$ cat src/design/rrs_pkg.sv
// Shared widths, codes and side-band types for the rounded rectangle row span unit.
`default_nettype none

package rrs_pkg;

  // Row and span coordinate width on the streaming ports.
  localparam int COORD_BITS = 15;

  // Configuration field widths.
  localparam int POS_W      = 14;
  localparam int DIM_W      = 12;
  localparam int CFG_DATA_W = POS_W;
  localparam int CFG_IDX_W  = 3;

  // Clamped radius is at most half of a 12-bit side.
  localparam int RW       = DIM_W - 1;
  localparam int RAD_W    = 2 * RW;
  localparam int SQ_STEPS = RW;

  // Span arithmetic width (left column plus width plus inset) and row distance width.
  localparam int XW = (COORD_BITS > 16) ? COORD_BITS : 17;
  localparam int DW = ((COORD_BITS > 16) ? COORD_BITS : 16) + 1;

  // Stream payload widths, padded to whole bytes.
  localparam int TDATA_IN_W  = ((COORD_BITS + 7) / 8) * 8;
  localparam int TDATA_OUT_W = ((2 * COORD_BITS + 7) / 8) * 8;

  typedef enum logic [CFG_IDX_W-1:0] {
    REG_RECT_LEFT,
    REG_RECT_TOP,
    REG_RECT_WIDTH,
    REG_RECT_HEIGHT,
    REG_CORNER_RADIUS
  } cfg_reg_e;

  typedef enum logic [1:0] {
    MODE_FLAT,
    MODE_FULL,
    MODE_ROOT,
    MODE_EMPTY
  } inset_mode_e;

  typedef struct packed {
    logic signed [XW-1:0] left;
    logic signed [XW-1:0] right;
    logic [RW-1:0]        r_m1;
    inset_mode_e          mode;
  } rrs_side_t;

endpackage

`default_nettype wire

$ cat src/design/rrs_sqrt_pipe.sv
// Pipelined bit-by-bit integer square root, one result bit per stage, with side band.
`default_nettype none

module rrs_sqrt_pipe (
  input  logic                       clk_i,
  input  logic                       rst_ni,
  input  logic                       in_valid_i,
  output logic                       in_ready_o,
  input  logic [rrs_pkg::RAD_W-1:0]  in_rad_i,
  input  rrs_pkg::rrs_side_t         in_side_i,
  output logic                       out_valid_o,
  input  logic                       out_ready_i,
  output logic [rrs_pkg::RW-1:0]     out_root_o,
  output rrs_pkg::rrs_side_t         out_side_o
);
  import rrs_pkg::*;

  localparam int Last = SQ_STEPS - 1;

  logic [SQ_STEPS-1:0] vld_q;
  logic [SQ_STEPS:0]   rdy;
  logic [RAD_W-1:0]    rem_q  [SQ_STEPS];
  logic [RAD_W-1:0]    root_q [SQ_STEPS];
  rrs_side_t           side_q [SQ_STEPS];

  assign rdy[SQ_STEPS] = out_ready_i;

  for (genvar k = 0; k < SQ_STEPS; k++) begin : g_step
    localparam int BitPos = 2 * (SQ_STEPS - 1 - k);

    logic             vld_in;
    logic [RAD_W-1:0] rem_in;
    logic [RAD_W-1:0] root_in;
    rrs_side_t        side_in;
    logic [RAD_W-1:0] bit_v;
    logic [RAD_W:0]   trial;
    logic             take;
    logic [RAD_W-1:0] rem_d;
    logic [RAD_W-1:0] root_d;

    if (k == 0) begin : g_first
      assign vld_in  = in_valid_i;
      assign rem_in  = in_rad_i;
      assign root_in = '0;
      assign side_in = in_side_i;
    end else begin : g_next
      assign vld_in  = vld_q[k-1];
      assign rem_in  = rem_q[k-1];
      assign root_in = root_q[k-1];
      assign side_in = side_q[k-1];
    end

    assign bit_v  = RAD_W'(1) << BitPos;
    assign trial  = {1'b0, root_in} + {1'b0, bit_v};
    assign take   = {1'b0, rem_in} >= trial;
    assign rem_d  = take ? (rem_in - trial[RAD_W-1:0]) : rem_in;
    assign root_d = take ? ((root_in >> 1) + bit_v) : (root_in >> 1);

    assign rdy[k] = ~vld_q[k] | rdy[k+1];

    always_ff @(posedge clk_i or negedge rst_ni) begin
      if (!rst_ni) begin
        vld_q[k] <= 1'b0;
      end else if (rdy[k]) begin
        vld_q[k] <= vld_in;
      end
    end

    always_ff @(posedge clk_i) begin
      if (rdy[k] && vld_in) begin
        rem_q[k]  <= rem_d;
        root_q[k] <= root_d;
        side_q[k] <= side_in;
      end
    end
  end

  assign in_ready_o  = rdy[0];
  assign out_valid_o = vld_q[Last];
  assign out_root_o  = root_q[Last][RW-1:0];
  assign out_side_o  = side_q[Last];

  a_root_fits: assert property (@(posedge clk_i) disable iff (!rst_ni)
    vld_q[Last] |-> root_q[Last][RAD_W-1:RW] == '0)
    else $error("square root exceeds radius width");

  a_root_floor: assert property (@(posedge clk_i) disable iff (!rst_ni)
    vld_q[Last] |-> rem_q[Last] <= {root_q[Last][RAD_W-2:0], 1'b0})
    else $error("square root remainder too large");

  a_empty_tail_ready: assert property (@(posedge clk_i) disable iff (!rst_ni)
    !vld_q[Last] |-> in_ready_o)
    else $error("sqrt pipe stalls with empty last stage");

endmodule

`default_nettype wire

$ cat src/design/rounded_rect_row_span_unit.sv
// Top level of the rounded rectangle row span unit: config registers and span pipeline.
//
// Usage: write the rectangle (left, top, width, height, corner radius) over the
// cfg channel (index 0..4, other indexes are dropped), then stream row
// coordinates into s_axis. For every row one span request leaves on m_axis:
// first and last covered column in tdata, and a valid flag in tuser that is
// low for an empty rectangle; a row above or below the rectangle still gets a span.
// The pipeline has 18 register stages: five front stages (setup, row distance,
// band decode, squares, radicand), eleven square root stages (one root bit
// each), the inset stage and the output register. Throughput is one row per
// cycle while m_axis_tready stays high; the eleven-step square root pipeline
// sets the depth, not the rate.
// Every stage carries its own valid bit and advances when the next stage is
// empty or moving, so bubbles close up and a new row is taken while a span
// waits at the output. When m_axis_tready is low the output holds and the
// stages behind it fill up; s_axis_tready drops only once all are full.
// Reset empties the pipeline and clears all config registers (empty
// rectangle). The cfg channel is always ready; write it only while idle.
`default_nettype none

module rounded_rect_row_span_unit (
  input  logic                              clk_i,
  input  logic                              rst_ni,
  // Configuration write channel
  input  logic                              cfg_valid_i,
  output logic                              cfg_ready_o,
  input  logic [rrs_pkg::CFG_IDX_W-1:0]     cfg_index_i,
  input  logic [rrs_pkg::CFG_DATA_W-1:0]    cfg_data_i,
  // Row stream
  input  logic                              s_axis_tvalid,
  output logic                              s_axis_tready,
  input  logic [rrs_pkg::TDATA_IN_W-1:0]    s_axis_tdata,   // row_y
  // Span stream
  output logic                              m_axis_tvalid,
  input  logic                              m_axis_tready,
  output logic [rrs_pkg::TDATA_OUT_W-1:0]   m_axis_tdata,   // span_left, span_right
  output logic [0:0]                        m_axis_tuser    // span_valid
);
  import rrs_pkg::*;

  // ---------------------------------------------------------------------------
  // Configuration registers
  // ---------------------------------------------------------------------------
  logic signed [POS_W-1:0] cfg_left_q;
  logic signed [POS_W-1:0] cfg_top_q;
  logic [DIM_W-1:0]        cfg_width_q;
  logic [DIM_W-1:0]        cfg_height_q;
  logic [DIM_W-1:0]        cfg_radius_q;

  assign cfg_ready_o = 1'b1;

  always_ff @(posedge clk_i or negedge rst_ni) begin
    if (!rst_ni) begin
      cfg_left_q   <= '0;
      cfg_top_q    <= '0;
      cfg_width_q  <= '0;
      cfg_height_q <= '0;
      cfg_radius_q <= '0;
    end else if (cfg_valid_i) begin
      unique case (cfg_reg_e'(cfg_index_i))
        REG_RECT_LEFT:     cfg_left_q   <= cfg_data_i;
        REG_RECT_TOP:      cfg_top_q    <= cfg_data_i;
        REG_RECT_WIDTH:    cfg_width_q  <= cfg_data_i[DIM_W-1:0];
        REG_RECT_HEIGHT:   cfg_height_q <= cfg_data_i[DIM_W-1:0];
        REG_CORNER_RADIUS: cfg_radius_q <= cfg_data_i[DIM_W-1:0];
        default: ;  // drop writes beyond the register list
      endcase
    end
  end

  // ---------------------------------------------------------------------------
  // Front pipeline handshake: stages 0..4, then the square root pipe
  // ---------------------------------------------------------------------------
  logic [4:0] fv_q;
  logic [5:0] frdy;
  logic       sq_in_ready;

  assign frdy[5] = sq_in_ready;
  for (genvar k = 0; k < 5; k++) begin : g_front_rdy
    assign frdy[k] = ~fv_q[k] | frdy[k+1];
  end

  always_ff @(posedge clk_i or negedge rst_ni) begin
    if (!rst_ni) begin
      fv_q <= '0;
    end else begin
      if (frdy[0]) fv_q[0] <= s_axis_tvalid;
      if (frdy[1]) fv_q[1] <= fv_q[0];
      if (frdy[2]) fv_q[2] <= fv_q[1];
      if (frdy[3]) fv_q[3] <= fv_q[2];
      if (frdy[4]) fv_q[4] <= fv_q[3];
    end
  end

  assign s_axis_tready = frdy[0];

  // ---------------------------------------------------------------------------
  // Stage 1: clamp the radius, build the rectangle edges and corner centre rows
  // ---------------------------------------------------------------------------
  logic [RW-1:0]          half_w, half_h, max_r, rad_clamp;
  logic signed [XW-1:0]   left_x, width_x, right_x;
  logic signed [DW-1:0]   top_d, height_d, rad_d, row_d, cyt_d, cyb_d;
  logic signed [COORD_BITS-1:0] row_y;

  assign half_w    = cfg_width_q[DIM_W-1:1];
  assign half_h    = cfg_height_q[DIM_W-1:1];
  assign max_r     = (half_h < half_w) ? half_h : half_w;
  assign rad_clamp = (cfg_radius_q > {1'b0, max_r}) ? max_r : cfg_radius_q[RW-1:0];

  assign left_x  = XW'(cfg_left_q);
  assign width_x = XW'(cfg_width_q);
  assign right_x = left_x + width_x - XW'(1);

  assign row_y    = s_axis_tdata[COORD_BITS-1:0];
  assign row_d    = DW'(row_y);
  assign top_d    = DW'(cfg_top_q);
  assign height_d = DW'(cfg_height_q);
  assign rad_d    = DW'(rad_clamp);
  // Corner centre rows: top band ends before top+r-1, bottom band starts after bottom-(r-1).
  assign cyt_d    = top_d + rad_d - DW'(1);
  assign cyb_d    = top_d + height_d - rad_d;

  logic signed [DW-1:0] s1_y_q, s1_cyt_q, s1_cyb_q;
  logic signed [XW-1:0] s1_left_q, s1_right_q;
  logic [RW-1:0]        s1_r_q;
  logic                 s1_empty_q;

  always_ff @(posedge clk_i) begin
    if (frdy[0] && s_axis_tvalid) begin
      s1_y_q     <= row_d;
      s1_cyt_q   <= cyt_d;
      s1_cyb_q   <= cyb_d;
      s1_left_q  <= left_x;
      s1_right_q <= right_x;
      s1_r_q     <= rad_clamp;
      s1_empty_q <= (cfg_width_q == '0) || (cfg_height_q == '0);
    end
  end

  // ---------------------------------------------------------------------------
  // Stage 2: row distance to each corner centre row
  // ---------------------------------------------------------------------------
  logic signed [DW-1:0] s2_dtop_q, s2_dbot_q;
  logic signed [XW-1:0] s2_left_q, s2_right_q;
  logic [RW-1:0]        s2_r_q;
  logic                 s2_empty_q;

  always_ff @(posedge clk_i) begin
    if (frdy[1] && fv_q[0]) begin
      s2_dtop_q  <= s1_cyt_q - s1_y_q;
      s2_dbot_q  <= s1_y_q - s1_cyb_q;
      s2_left_q  <= s1_left_q;
      s2_right_q <= s1_right_q;
      s2_r_q     <= s1_r_q;
      s2_empty_q <= s1_empty_q;
    end
  end

  // ---------------------------------------------------------------------------
  // Stage 3: pick the band and decide how the inset is formed
  // ---------------------------------------------------------------------------
  logic          above, below, in_band, far;
  logic [DW-1:0] dy;
  inset_mode_e   mode;
  rrs_side_t     s3_side_d;

  assign above   = !s2_dtop_q[DW-1] && (s2_dtop_q != '0);
  assign below   = !s2_dbot_q[DW-1] && (s2_dbot_q != '0);
  assign in_band = above || below;
  assign dy      = above ? s2_dtop_q : (below ? s2_dbot_q : '0);
  assign far     = dy >= DW'(s2_r_q);

  always_comb begin
    priority if (s2_empty_q)                 mode = MODE_EMPTY;
    else if (s2_r_q == '0 || !in_band)       mode = MODE_FLAT;
    else if (far)                            mode = MODE_FULL;
    else                                     mode = MODE_ROOT;
  end

  assign s3_side_d.left  = s2_left_q;
  assign s3_side_d.right = s2_right_q;
  assign s3_side_d.r_m1  = s2_r_q - RW'(1);
  assign s3_side_d.mode  = mode;

  logic [RW-1:0] s3_dy_q, s3_r_q;
  rrs_side_t     s3_side_q;

  always_ff @(posedge clk_i) begin
    if (frdy[2] && fv_q[1]) begin
      s3_dy_q   <= dy[RW-1:0];  // only used in root mode, where dy < r
      s3_r_q    <= s2_r_q;
      s3_side_q <= s3_side_d;
    end
  end

  // ---------------------------------------------------------------------------
  // Stage 4: squares of radius and row distance
  // ---------------------------------------------------------------------------
  logic [RAD_W-1:0] rsq_d, dsq_d;
  logic [RAD_W-1:0] s4_rsq_q, s4_dsq_q;
  rrs_side_t        s4_side_q;

  assign rsq_d = RAD_W'(s3_r_q) * RAD_W'(s3_r_q);
  assign dsq_d = RAD_W'(s3_dy_q) * RAD_W'(s3_dy_q);

  always_ff @(posedge clk_i) begin
    if (frdy[3] && fv_q[2]) begin
      s4_rsq_q  <= rsq_d;
      s4_dsq_q  <= dsq_d;
      s4_side_q <= s3_side_q;
    end
  end

  // ---------------------------------------------------------------------------
  // Stage 5: radicand r*r - dy*dy
  // ---------------------------------------------------------------------------
  logic [RAD_W-1:0] s5_rad_q;
  rrs_side_t        s5_side_q;

  always_ff @(posedge clk_i) begin
    if (frdy[4] && fv_q[3]) begin
      s5_rad_q  <= s4_rsq_q - s4_dsq_q;
      s5_side_q <= s4_side_q;
    end
  end

  // ---------------------------------------------------------------------------
  // Square root pipeline
  // ---------------------------------------------------------------------------
  logic          sq_out_valid, sq_out_ready;
  logic [RW-1:0] sq_root;
  rrs_side_t     sq_side;

  rrs_sqrt_pipe u_sqrt (
    .clk_i       (clk_i),
    .rst_ni      (rst_ni),
    .in_valid_i  (fv_q[4]),
    .in_ready_o  (sq_in_ready),
    .in_rad_i    (s5_rad_q),
    .in_side_i   (s5_side_q),
    .out_valid_o (sq_out_valid),
    .out_ready_i (sq_out_ready),
    .out_root_o  (sq_root),
    .out_side_o  (sq_side)
  );

  // ---------------------------------------------------------------------------
  // Inset stage and output register handshake
  // ---------------------------------------------------------------------------
  logic f1_v_q, f1_rdy;
  logic out_v_q, out_rdy;

  assign out_rdy      = ~out_v_q | m_axis_tready;
  assign f1_rdy       = ~f1_v_q | out_rdy;
  assign sq_out_ready = f1_rdy;

  always_ff @(posedge clk_i or negedge rst_ni) begin
    if (!rst_ni) begin
      f1_v_q  <= 1'b0;
      out_v_q <= 1'b0;
    end else begin
      if (f1_rdy)  f1_v_q  <= sq_out_valid;
      if (out_rdy) out_v_q <= f1_v_q;
    end
  end

  logic [RW-1:0] inset_d;

  always_comb begin
    unique case (sq_side.mode)
      MODE_FLAT:  inset_d = '0;
      MODE_EMPTY: inset_d = '0;
      MODE_FULL:  inset_d = sq_side.r_m1;
      MODE_ROOT:  inset_d = (sq_root > sq_side.r_m1) ? '0 : (sq_side.r_m1 - sq_root);
    endcase
  end

  logic [RW-1:0] f1_inset_q;
  rrs_side_t     f1_side_q;

  always_ff @(posedge clk_i) begin
    if (f1_rdy && sq_out_valid) begin
      f1_inset_q <= inset_d;
      f1_side_q  <= sq_side;
    end
  end

  // ---------------------------------------------------------------------------
  // Output stage: move both ends inward, flag empty spans
  // ---------------------------------------------------------------------------
  logic signed [XW-1:0] f1_left, f1_right, inset_x, x1, x2;
  logic                 f1_empty;

  assign f1_left  = f1_side_q.left;
  assign f1_right = f1_side_q.right;
  assign inset_x  = XW'(f1_inset_q);
  assign x1       = f1_left + inset_x;
  assign x2       = f1_right - inset_x;
  assign f1_empty = (f1_side_q.mode == MODE_EMPTY);

  logic [COORD_BITS-1:0] out_left_q, out_right_q;
  logic                  out_flag_q;

  always_ff @(posedge clk_i) begin
    if (out_rdy && f1_v_q) begin
      out_left_q  <= f1_empty ? '0 : x1[COORD_BITS-1:0];
      out_right_q <= f1_empty ? '0 : x2[COORD_BITS-1:0];
      out_flag_q  <= !f1_empty && (x1 <= x2);
    end
  end

  assign m_axis_tvalid = out_v_q;
  assign m_axis_tdata  = TDATA_OUT_W'({out_right_q, out_left_q});
  assign m_axis_tuser  = out_flag_q;

  // ---------------------------------------------------------------------------
  // Checks
  // ---------------------------------------------------------------------------
  a_root_band: assert property (@(posedge clk_i) disable iff (!rst_ni)
    fv_q[2] && s3_side_q.mode == MODE_ROOT |-> s3_dy_q != '0 && s3_dy_q < s3_r_q)
    else $error("root mode with row distance outside the corner band");

  a_root_in_range: assert property (@(posedge clk_i) disable iff (!rst_ni)
    sq_out_valid && sq_side.mode == MODE_ROOT |-> sq_root <= sq_side.r_m1)
    else $error("square root larger than radius minus one");

  a_drain_ready: assert property (@(posedge clk_i) disable iff (!rst_ni)
    !out_v_q |-> s_axis_tready)
    else $error("row stream blocked while output register is empty");

endmodule

`default_nettype wire

$ cat config.mk
export PLATFORM = sky130hd
export DESIGN_NAME = rounded_rect_row_span_unit
export DESIGN_NICKNAME = d
export VERILOG_FILES = /design/src/design/rrs_pkg.sv /design/src/design/rrs_sqrt_pipe.sv /design/src/design/rounded_rect_row_span_unit.sv
export SDC_FILE = /design/constraint.sdc
export NUM_CORES = 2
export LEC_CHECK = 0
export BUFFER_PORTS_ARGS = -buffer_cell sky130_fd_sc_hd__buf_2
export CORE_ASPECT_RATIO = 1.75
export CORE_MARGIN = 2
export CORE_UTILIZATION = 30
export DETAILED_ROUTE_END_ITERATION = 12
export GPL_TIMING_DRIVEN = 0
export PLACE_DENSITY = 0.49
export SLEW_MARGIN = 20
export SYNTH_ARGS = -nofsm -noshare
export SYNTH_HDL_FRONTEND = slang
export SYNTH_SLANG_ARGS = --single-unit
$ cat constraint.sdc
create_clock -name clk_i -period 11.4 [get_ports clk_i]
set_clock_uncertainty 0.15 [all_clocks]
set_input_delay 0 -clock clk_i [delete_from_list [all_inputs] [get_ports clk_i]]
set_output_delay 0 -clock clk_i [all_outputs]
set_load 0.05 [all_outputs]
==> run metrics <==
area taken by multi-input logic gates=approximately 19000 sq um; GPL Wtd Cong=about 0.86; CP required=approximately 12 ns; unrepaired setup endpoints after global routing=no; Fin. Hold Viols=0; Rows=around 220; final setup vio count=0; kind of end point of the critical path=flip-flop; CP startpoint=cfg_width_q[3]; IO Count=74; outcome=complete, no violations; FF-to-FF End=s1_cyt_q[13]; pin count of the biggest net entering global routing=64; Worst Setup EP=s1_cyt_q[13]; number of global-route vias before repair=33.5k; Routed wire per std cell=~16 um; crit path buf inv count=5; highest cell delay on the worst timing path=a little over 0.4 ns; Synth area leaders=edfxtp_1 (61%), ha_1 (8.0%), fa_1 (4.9%); worst r2r src=cfg_width_q[3]; Starting Density=0.302; DR vias=31.4k; register area=~38000 sq um; worst slew pin tran=approximately 1.0 ns; IO buf count=~70; Max-slew headroom=0.328; Layout area overhead=16.3%; CTS tree=done; register bit count reported by yosys=1295; setup_tns=0 ns; die width=approximately 340 um; Worst path slowest cell=fa_1; CTS root buf=clkbuf_16; Die ar.=~200000 sq um; Synth top area share=0.614; Cell variety after synth=84; Seq/Total Area, Yosys=0.649; reg2reg setup slack=slightly below 4 ns; total core area=about 200000 sq um; CP Launch Type=flip-flop; Die H=a little under 600 um; drt first pass iters=5; Final Critical Period=around 7.4 ns; Worst-Skew Late Latency=~0.75 ns; ys flop type=edfxtp_1; initial antenna violation count=1; Max FO, Critical Path=10; Via-to-Cell Ratio=around 4.4; Final Max Slew Viols=0; Tcrit/Tclk final=0.652; post-synthesis async set-or-reset flop share=0.0633; CTS resizes=0; r2r worst-path depth=33; DP HPWL=88100 um; Initial DRC Count=roughly 1.1k; CTS HTree Levels=4; Num CTS Buffers=132; area leader, netlist=edfxtp_1; Most Frequent Cell on Critical Path=ha_1; total track usage=0.116; Max Clk Rate=0.134 GHz; Hold Crit Class=input pin to flip-flop; first-pass GRT wire length=about 180000 um; Post-synth EDFFs=roughly 1.2k; overall routed net length=114000 um; clk slew on worst S/H paths=about 0.06 ns; Final nets=4992; DRC viols=0; Gate Count Post-Synth=approximately 4k; yosys warns=0; clk sinks=roughly 1.3k; Mapped Avg Cell Area=14.4 sq um; Fill cells=between 15k and 20k; antenna viol nets, final=0; CP Depth=33; Post-Syn Area=between 50000 and 60000 sq um; Longest Clk Path Bufs=3; Max-Cap Viols=0; delay-heaviest family, CP=compound AO/OA/AOI/OAI gates; global route total overflow=0; crit path kind=flip-flop to flip-flop; commonest non-fill, non-tap cell in the layout=edfxtp_1; share of post-route cells with drive strength above 1=0.0858; Worst Path Arrival=roughly 7.8 ns; commonest non-fill, non-tap cells in the layout=edfxtp_1 (1213), inv_1 (518), ha_1 (378)
## worst min-delay path, cell delays in order
cell           delay (ns)
dlygate4sd3_1        0.53
buf_2                0.14
nor2b_1              0.11
nand2_1              0.10
nand2b_1             0.05
## cell type report
cell class,instances,area share
Tap cell,2604,0.0472
Clock inverter,62,0.0117
Timing Repair Buffer,187,0.0285
Buffer,55,0.00345
Inverter,518,0.0282
Antenna cell,1,0.0000363
Clock buffer,174,0.0512
Sequential cell,1295,0.558
Multi-Input combinational cell,2242,0.272
## how the worst min path moves through the flow
| stage | to | cells after the start | start | slack [ns] |
|---|---|---|---|---|
| after floorplan | cfg_height_q[0] | 0 | rst_ni | -0.45 |
| after global placement | s1_y_q[1] | 1 | s_axis_tdata[1] | 0.03 |
| after detailed placement | cfg_top_q[8] | 1 | rst_ni | -0.27 |
| after CTS | cfg_left_q[13] | 5 | cfg_index_i[2] | 0.006 |
| after global routing | f1_v_q | 5 | m_axis_tready | 0.07 |
| final | f1_v_q | 5 | m_axis_tready | 0.07 |
## registers in the layout, indices dropped and copies added (netlist names), 17 cells and up
| name | cells |
|---|---|
| u_sqrt.side_q | 473 |
| s3_side_q | 43 |
| s4_side_q | 43 |
| s5_side_q | 43 |
| u_sqrt.root_q | 66 |
| s2_dtop_q | 17 |
| s5_rad_q | 22 |
| s4_rsq_q | 21 |
| s4_dsq_q | 21 |
| u_sqrt.rem_q | 220 |
| s2_dbot_q | 17 |
## Yosys cell counts (82+ instances only)
| master | instances |
|---|---|
| edfxtp_1 | 1213 |
| inv_1 | 518 |
| ha_1 | 378 |
| nand2_1 | 182 |
| o21ai_0 | 158 |
| fa_1 | 145 |
| xnor2_1 | 145 |
| nor2_1 | 144 |
| a21oi_1 | 137 |
| and2_1 | 88 |
| a21o_1 | 82 |
| dfrtp_1 | 82 |
## kinds of logic after synthesis
logic type,count (synthesis),share of synthesized area
buffers and inverters,573,0.0368
muxes,77,0.0148
xor gates and xnor gates,226,0.0334
DFF,1295,0.649
AOI/OAI and AO/OA,618,0.0676
other,2,0.000127
adders and majority gates,523,0.129
and+or+nand+nor,795,0.0697
## per-stage QoR
step	worst slack, ns	std cells	util	cell area (sq um)	hold WS (ns)
global placement	2.27	6783	0.321	62900	0.0285
CTS	3.88	7137	0.352	69000	0.00642
finish	3.96	7138	0.352	69000	0.0745
floorplan	4.33	4110	-	59300	-0.446
detailed placement	3.91	6812	0.325	63700	-0.271
global route	3.43	7138	0.352	69000	0.0729
## what timing repair did
item / 4_1_cts / 5_1_grt
endpoints found under the hold margin: 300 / 0
buffers inserted: 0 / 0
endpoints found under the setup margin: 0 / 0
hold buffers: 89 / 0
## routing by layer
layer | global-route usage | vias to the layer above | part of all wire
met3 | 0.0177 | 263 | 0.026
met2 | 0.249 | 445 | 0.61
met1 | 0.0939 | 15200 | 0.31
met5 | 0 | - | 0
met4 | 0.0672 | 0 | 0.057
li1 | - | 15400 | -
Power is left out: the tool's default activity adds up to more than one toggle a clock period on the data nets, which glitch-free logic cannot reach.
